==> config.mk <==
export PLATFORM = sky130hd
export DESIGN_NAME = sample_bit_packer_unit
export DESIGN_NICKNAME = d
export VERILOG_FILES = /design/src/rtl/core/sbp_pkg.sv /design/src/rtl/core/sample_bit_packer_unit.sv
export SDC_FILE = /design/constraint.sdc
export NUM_CORES = 1
export LEC_CHECK = 0
export BUFFER_PORTS_ARGS = -buffer_cell sky130_fd_sc_hd__buf_2
export CAP_MARGIN = 20
export CORE_ASPECT_RATIO = 1.4
export CORE_MARGIN = 4
export CORE_UTILIZATION = 65
export DETAILED_ROUTE_END_ITERATION = 10
export GPL_ROUTABILITY_DRIVEN = 0
export MAX_ROUTING_LAYER = met4
export PLACE_DENSITY = 0.85
export SLEW_MARGIN = 20
export SYNTH_ARGS = -nofsm -noshare
export SYNTH_HDL_FRONTEND = slang
export SYNTH_SLANG_ARGS = --single-unit
==> constraint.sdc <==
create_clock -name clock -period 7.02 [get_ports clock]
set_input_delay 0.351 -clock clock [delete_from_list [all_inputs] [get_ports clock]]
set_output_delay 0.351 -clock clock [all_outputs]
set_load 0.01 [all_outputs]
==> src/rtl/core/sbp_pkg.sv <==
// Shared constants and helpers of the sample bit packer.
// Used by sample_bit_packer_unit and its port checker; no dependencies.
package sbp_pkg;

   localparam int unsigned BYTE_BITS = 8;
   localparam int unsigned SAMPLE_BITS = 16;
   localparam int unsigned PEND_BITS = 7;
   localparam int unsigned ACC_BITS = 23;
   localparam int unsigned WIDTH_BITS = 5;
   localparam int unsigned SLOTS = 3;

   localparam logic [WIDTH_BITS-1:0] WIDTH_RESET = 5'd12;
   localparam logic [WIDTH_BITS-1:0] WIDTH_MIN = 5'd1;
   localparam logic [WIDTH_BITS-1:0] WIDTH_MAX = 5'd16;

   typedef logic [BYTE_BITS-1:0] byte_type;
   typedef logic [1:0] slot_count_type;

   // A width of zero packs one bit; anything above sixteen packs sixteen.
   function automatic logic [WIDTH_BITS-1:0] effective_width(
      input logic [WIDTH_BITS-1:0] raw
   );
      logic [WIDTH_BITS-1:0] w;
      w = raw;
      if (raw == '0) begin
         w = WIDTH_MIN;
      end else if (raw > WIDTH_MAX) begin
         w = WIDTH_MAX;
      end
      return w;
   endfunction

endpackage

==> src/rtl/core/sample_bit_packer_unit.sv <==
// Sample bit packer: packs variable-width samples MSB first into bytes.
// Depends on sbp_pkg for constants, types and the width saturation helper.
//
// Usage:
//   The req_ channel carries one sample per item with a last flag. The low
//   sample-width bits (set through csr_write_enable/csr_write_data, reset
//   value 12, saturated to 1..16) are appended to a byte stream, earliest
//   bit in the most significant position. The rsp_ channel carries one byte
//   per item; a last sample flushes any partial byte, zero-padded on the
//   right, and flags the final byte with rsp_last_byte.
//   The first byte of a sample is registered and appears the cycle after the
//   sample is accepted. Each sample yields zero to three bytes, held in a
//   three-slot byte buffer that drains one byte per cycle through the output
//   port while rsp_stall is low. A new sample is taken only when the buffer
//   is empty or drains its only byte in this cycle; a sample that is not
//   last yields at most two bytes.
//   Reset empties the buffer and the partial byte and restores the width.
//   While rsp_stall is high the current byte holds and req_stall stays high
//   whenever a byte is buffered; otherwise it is high while two or more are.
module sample_bit_packer_unit (
   input  logic                                 clock,
   input  logic                                 reset,
   input  logic                                 csr_write_enable,
   input  logic [sbp_pkg::WIDTH_BITS-1:0]       csr_write_data,
   input  logic                                 req_valid,
   output logic                                 req_stall,
   input  logic [sbp_pkg::SAMPLE_BITS-1:0]      req_sample_value,
   input  logic                                 req_last_sample,
   output logic                                 rsp_valid,
   input  logic                                 rsp_stall,
   output logic [sbp_pkg::BYTE_BITS-1:0]        rsp_byte_value,
   output logic                                 rsp_last_byte
);

   logic [sbp_pkg::WIDTH_BITS-1:0] width_ff;
   logic [sbp_pkg::PEND_BITS-1:0]  pend_bits_ff, pend_bits_in;
   logic [2:0]                     pend_count_ff, pend_count_in;
   sbp_pkg::byte_type              slot_ff [sbp_pkg::SLOTS];
   sbp_pkg::byte_type              slot_in [sbp_pkg::SLOTS];
   sbp_pkg::slot_count_type        fill_ff, fill_in;
   logic                           last_ff, last_in;

   logic                              accept;
   logic                              drain;
   logic [sbp_pkg::WIDTH_BITS-1:0]    width;
   logic [sbp_pkg::SAMPLE_BITS-1:0]   sample;
   logic [sbp_pkg::ACC_BITS-1:0]      acc;
   logic [sbp_pkg::WIDTH_BITS-1:0]    total;
   logic [sbp_pkg::WIDTH_BITS-1:0]    shift_hi, shift_lo;
   logic [1:0]                        full_bytes;
   logic [2:0]                        rem;
   logic [sbp_pkg::PEND_BITS-1:0]     rem_mask;
   sbp_pkg::byte_type                 byte_hi, byte_lo, padded;
   logic                              pad_needed;

   function automatic sbp_pkg::slot_count_type slot_count_of(input logic bit_in);
      return {1'b0, bit_in};
   endfunction

   assign drain     = rsp_valid && !rsp_stall;
   assign req_stall = !((fill_ff == 2'd0) || ((fill_ff == 2'd1) && !rsp_stall));
   assign accept    = req_valid && !req_stall;

   assign rsp_valid      = (fill_ff != 2'd0);
   assign rsp_byte_value = slot_ff[0];
   assign rsp_last_byte  = last_ff && (fill_ff == 2'd1);

   // Bit assembly for one sample: append, split off whole bytes, pad a flush.
   always_comb begin
      width      = sbp_pkg::effective_width(width_ff);
      sample     = req_sample_value &
                   sbp_pkg::SAMPLE_BITS'((17'd1 << width) - 17'd1);
      acc        = (sbp_pkg::ACC_BITS'(pend_bits_ff) << width) |
                   sbp_pkg::ACC_BITS'(sample);
      total      = sbp_pkg::WIDTH_BITS'(pend_count_ff) + width;
      full_bytes = total[4:3];
      rem        = total[2:0];
      shift_hi   = total - 5'd8;
      shift_lo   = total - 5'd16;
      byte_hi    = sbp_pkg::BYTE_BITS'(acc >> shift_hi);
      byte_lo    = sbp_pkg::BYTE_BITS'(acc >> shift_lo);
      rem_mask   = sbp_pkg::PEND_BITS'((8'd1 << rem) - 8'd1);
      padded     = sbp_pkg::BYTE_BITS'(acc[7:0] << (4'd8 - {1'b0, rem}));
      pad_needed = req_last_sample && (rem != 3'd0);
   end

   always_comb begin
      pend_bits_in  = pend_bits_ff;
      pend_count_in = pend_count_ff;
      slot_in       = slot_ff;
      fill_in       = fill_ff;
      last_in       = last_ff;
      if (drain) begin
         slot_in[0] = slot_ff[1];
         slot_in[1] = slot_ff[2];
         fill_in    = fill_ff - 2'd1;
      end
      if (accept) begin
         // The buffer is empty here or drains its only byte this cycle.
         slot_in[0] = (full_bytes != 2'd0) ? byte_hi : padded;
         slot_in[1] = (full_bytes == 2'd2) ? byte_lo : padded;
         slot_in[2] = padded;
         fill_in    = full_bytes + slot_count_of(pad_needed);
         last_in    = req_last_sample;
         if (req_last_sample) begin
            pend_bits_in  = '0;
            pend_count_in = '0;
         end else begin
            pend_bits_in  = acc[sbp_pkg::PEND_BITS-1:0] & rem_mask;
            pend_count_in = rem;
         end
      end
   end

   always_ff @(posedge clock) begin
      if (reset) begin
         width_ff      <= sbp_pkg::WIDTH_RESET;
         pend_bits_ff  <= '0;
         pend_count_ff <= '0;
         fill_ff       <= '0;
         last_ff       <= 1'b0;
      end else begin
         if (csr_write_enable) begin
            width_ff <= csr_write_data;
         end
         pend_bits_ff  <= pend_bits_in;
         pend_count_ff <= pend_count_in;
         fill_ff       <= fill_in;
         last_ff       <= last_in;
      end
   end

   always_ff @(posedge clock) begin
      slot_ff <= slot_in;
   end

endmodule

Yosys cells after proc, flatten, opt, wreduce, memory -nomap -nowiden
Cells that the tools add are included.

word-level totals
  flip-flop bits (word level) = 42
  input port bits = 27
  output and inout bits = 11
  logic and storage cells = 52

cells by class
  add/subtract/negate cells = 8
  order comparisons = 1
  equal/unequal tests = 2
  shift-type cells = 6
  muxes and demuxes = 10
  bitwise gates (word level) = 3
  reductions and logical operators = 14

operator list
  kind                   count
  $shr 23x5->8           2
  $mux 24                1
  $or 23x16->23          1
  $shl 7x5->23           1
  $and 16x16->16         1
  $mux 16                1
  $mux 8                 2
  $shl 1x5->16 const A   1
  $sub 16x1->16 const B  1
  $mux 5                 2
  $shl 8x4->8            1
  $and 7x7->7            1
  $mux 7                 1
  $shl 1x3->7 const A    1
  $sub 7x1->7 const B    1
  $reduce_bool 2->1      3
  $add 3x5->5            1
  $gt 5x5->1 const B     1
  $logic_and 1x1->1      5
  $logic_not 5->1        1
  $sub 5x4->5 const B    1
  $sub 5x5->5 const B    1
  $mux 2                 2
  $sub 4x3->4 const A    1
  other kinds (9)        10

Depth between registers and ports, before layout
  depth in word-level cells = 10
  depth in mapped cells = 21

Least setup slack after synthesis
OpenSTA, ideal clock, no wires.

  path kind = flip-flop to flip-flop
  from = register width_ff[1] (netlist name)
  to = register slot_ff (netlist bit rsp_byte_value[5]), data pin
  library setup time = 0.258 ns
  arrival = 3.729 ns
  required time = 6.762 ns
  path slack = 3.033 ns
  stages on the path, launching flop included = 19
  buffers on the path = 4
  clock period less this slack = 3.987 ns
  path through = dfxtp_1 > nor4_4 > inv_2 > nand2_1 > ha_1 > inv_1 > fa_1 > xnor2_1 > xnor2_2 > buf_4 > buf_2 > clkbuf_1 > ha_1 > clkbuf_1 > o21ai_1 > inv_1 > o2111ai_1 > o21ai_1 > o221a_2

RTL lines
  what                      line                           source
  start: declaration        sample_bit_packer_unit.sv:35   logic [sbp_pkg::WIDTH_BITS-1:0] width_ff;
  start signal: assignment  sample_bit_packer_unit.sv:117  width_ff <= sbp_pkg::WIDTH_RESET;
  start signal: assignment  sample_bit_packer_unit.sv:124  width_ff <= csr_write_data;
  end signal: assignment    sample_bit_packer_unit.sv:134  slot_ff <= slot_in;
  end: declaration          sample_bit_packer_unit.sv:38   sbp_pkg::byte_type slot_ff [sbp_pkg::SLOTS];

Final worst setup path
  from = register width_ff[4] (netlist name)
  to = register pend_bits_ff[6] (netlist name)

between the ends
  longest elaborated chain between the ends = 9

RTL lines
  what                                                                 line                           source
  $gt 5x5->1                                                           sbp_pkg.sv:27                  end else if (raw > WIDTH_MAX) begin
  $mux 5                                                               sbp_pkg.sv:27
  $mux 5 *                                                             sbp_pkg.sv:25                  if (raw == '0) begin
  parallel branches: the longest is 4 deep, another holds $sub 7x1->7  -
  $and 7x7->7 *                                                        sample_bit_packer_unit.sv:109  pend_bits_in = acc[sbp_pkg::PEND_BITS-1:0] & rem_mask;
  $mux 7 *                                                             sample_bit_packer_unit.sv:105  if (req_last_sample) begin
  end signal: assignment                                               sample_bit_packer_unit.sv:126  pend_bits_ff <= pend_bits_in;
  end: declaration                                                     sample_bit_packer_unit.sv:36   logic [sbp_pkg::PEND_BITS-1:0] pend_bits_ff, pend_bits_in;

Every way passes the cells marked *.
A chain may end at the register's enable or synchronous reset.

==> flow_summary.yaml <==
run_status:
  status: "completed"
critical_path:
  crit_fanout: 48
  r2r_slack_ps: 2190
  r2r_end: "pend_bits_ff[6]"
  critPathKind: "reg -> reg"
  required_ps: 7240
  critical_path.endpoint_type: "flop"
  r2r_start: "width_ff[4]"
  worstRegToRegCells: 17
  start_kind: "flop"
  cp.arrival_ps: 5040
logic_synthesis:
  synthSimpleGateAreaFrac_pct: 24.3
  ys_seq_area_share_pct: 20.4
  avgSynthCellArea_um2: 7.54
  synth_top_family_by_area: "compound AO/OA/AOI/OAI gates"
  syn-cell-area_um2: 5300
  yosys-mux-area-fraction_pct: 6.26
  synth_edf_count: 24
  ys_types: 95
  synthFlopType: "edfxtp_1"
  async_reset_ff_share_pct: 0
  synth_xor_area_share_pct: 1.61
  synth-warning-count: 0
  synth.ff_latch_count: 42
  synth_compound_area_share_pct: 33.7
  synthAdderAreaFrac_pct: 4.53
  synth_cells: 703
min_path:
  min_to: "width_ff[2]"
  worst_hold_path_type: "in -> reg"
  holdCritStartpoint: "csr_write_data[2]"
  worstHoldPathCells: 3
route:
  antenna_left: 0
  wirelength_mm: 17.2
  first_pass_iters: 9
  wire_per_inst_um: 21.7
  vias_per_cell: 7.44
  drt_iter0_drc: 941
  drc: 0
  vias: 5893
clock_tree:
  cts_tree: "done"
  cts_sinks: 42
  insertion_delay_ps: 320
  post_cts_buffers: 0
  htree_levels: 2
  cts_buffers: 5
  cts_hold_buf: 0
  clock_path_buffers: 2
  cts.clk_slew.worst_paths_ps: 100
  cts_resized: 0
  cts-root-buf: "clkbuf_8"
flow_run:
  drv_cap: 0
final_layout:
  diodes: 0
  fin_area_um2: 5400
  drive_above_1_share_pct: 13.6
  layout_commonest_cell: "nand2_1"
  area_growth_pct: 1.94
  postLayoutCoreUtil_pct: 68.8
  final_nets: 735
  final_cell_mix: "nand2_1, nor2_1, a21oi_1"
grt:
  grt-ovfl-total: 0
  grt_pass1_wl_mm: 27.7
  grt_use_total_pct: 36.5
  grt_pass1_vias: 5570
  antenna_found_initial: 0
  grt_max_degree: 59
die:
  rows: 38
  die_h_um: 115
  die_area_um2: 9680
  start_util_pct: 67.5
  dieWidth_um: 84.3
  core_area_um2: 7850
  ios: 38
timing:
  final-setup-viol-count: 0
  rsz0062_at_grt: "false"
  finalHoldViolCount: 0
  worst_pin_slew_ps: 831
  fin_skew_ps: 17.8
  slew_headroom_pct: 44.5
  fin_setup_tns_ps: 0
  post-route-period-util_pct: 68.7
  fmax_mhz: 207
  drv_slew: 0
  layout_min_cycle_time_ps: 4830
pwr:
  power.leakage_nw: 1.99
  ir_worst_vdd_v: 0.000197
  power_density_nw_per_um2: 264
placed_design:
  io_buffers: 37
  place_area_um2: 5320
  dp_hpwl_mm: 12.7
[worst max-delay path by stage]
stage	start	endpoint	slack [ps]	depth (start not counted)
finish	width_ff[4]	pend_bits_ff[6]	2190	17
global route	width_ff[4]	pend_bits_ff[6]	1890	17
CTS	width_ff[4]	pend_bits_ff[6]	2270	17
detailed placement	width_ff[4]	pend_bits_ff[6]	2290	17
global placement	width_ff[4]	pend_bits_ff[6]	2510	17
floorplan	width_ff[1]	rsp_byte_value[5]	3030	18
[logic make-up after synthesis]
family	after synthesis
AOI/OAI and AO/OA	252
xor gates and xnor gates	8
buffers and inverters	94
DFF	42
adders and majority gates	19
other	1
and+or+nand+nor	257
muxes	30
[routing by layer]
layer  track usage (%)  vias to the layer above  wire length (µm)
met5                 -                        -                 0
met4              26.9                        0              1420
met3              6.02                      166              1600
met2              60.2                      483              8070
met1              39.3                     2632              6110
li1                  -                     2612                 -
[state kept, by name, indices dropped and copies added (netlist names)]
name and flops:
pend_count_ff 3, slot_ff 16, last_ff 1, fill_ff 2
rsp_byte_value 8, pend_bits_ff 7, width_ff 5
[through the flow]
stage | setup slack [ps] | cells | hold slack, ps | total power, mW
CTS | 2270 | 792 | 260 | 1.40
global placement | 2510 | 784 | 440 | 1.21
detailed placement | 2290 | 784 | 468 | 1.24
floorplan | 3030 | 704 | 432 | 1.07
global route | 1890 | 792 | 277 | 1.51
finish | 2190 | 792 | 250 | 1.43
[layout make-up]
cell class              count  area, µm²
multi-input cells         568       3750
fillers                   681       2440
flip-flops and latches     42       1080
repair buffers             47        260
well taps                 100        125
inverters                  27        101
clock buffers               5       68.8
clock inverters             3       15.0
[Yosys cell counts, types with 14 or more instances]
library cell  instances  area, µm²
a211oi_1             14        105
a21oi_1              50        250
a22oi_1              16        120
buf_2                14       70.1
buf_4                20        150
clkbuf_1             22       82.6
dfxtp_1              18        360
edfxtp_1             24        721
ha_1                 16        200
inv_1                20       75.1
mux2i_1              23        230
nand2_1              73        274
nand3_1              24        120
nor2_1               72        270
o211ai_1             14        105
o21ai_0              33        165
o21ai_1              21        105
[worst max-delay path, stage by stage (launching register included)]
cell and delay [ps]:
dfxtp_1 300, buf_4 280, nor2b_1 650, inv_2 280
fa_1 510, xnor2_1 370, xnor2_4 150, buf_4 440
inv_2 320, ha_1 380, inv_1 110, ha_1 210
nand2b_1 80, nor2_1 140, xnor2_1 150, o21ai_0 90
a32oi_1 210, nor2_1 50
[report_power, final]
group / switching (mW) / internal (mW)
Sequential: 0.0364 / 0.379
Clock: 0.0931 / 0.0685
Combinational: 0.558 / 0.292
No activity file was read; power rests on OpenSTA's default activity.
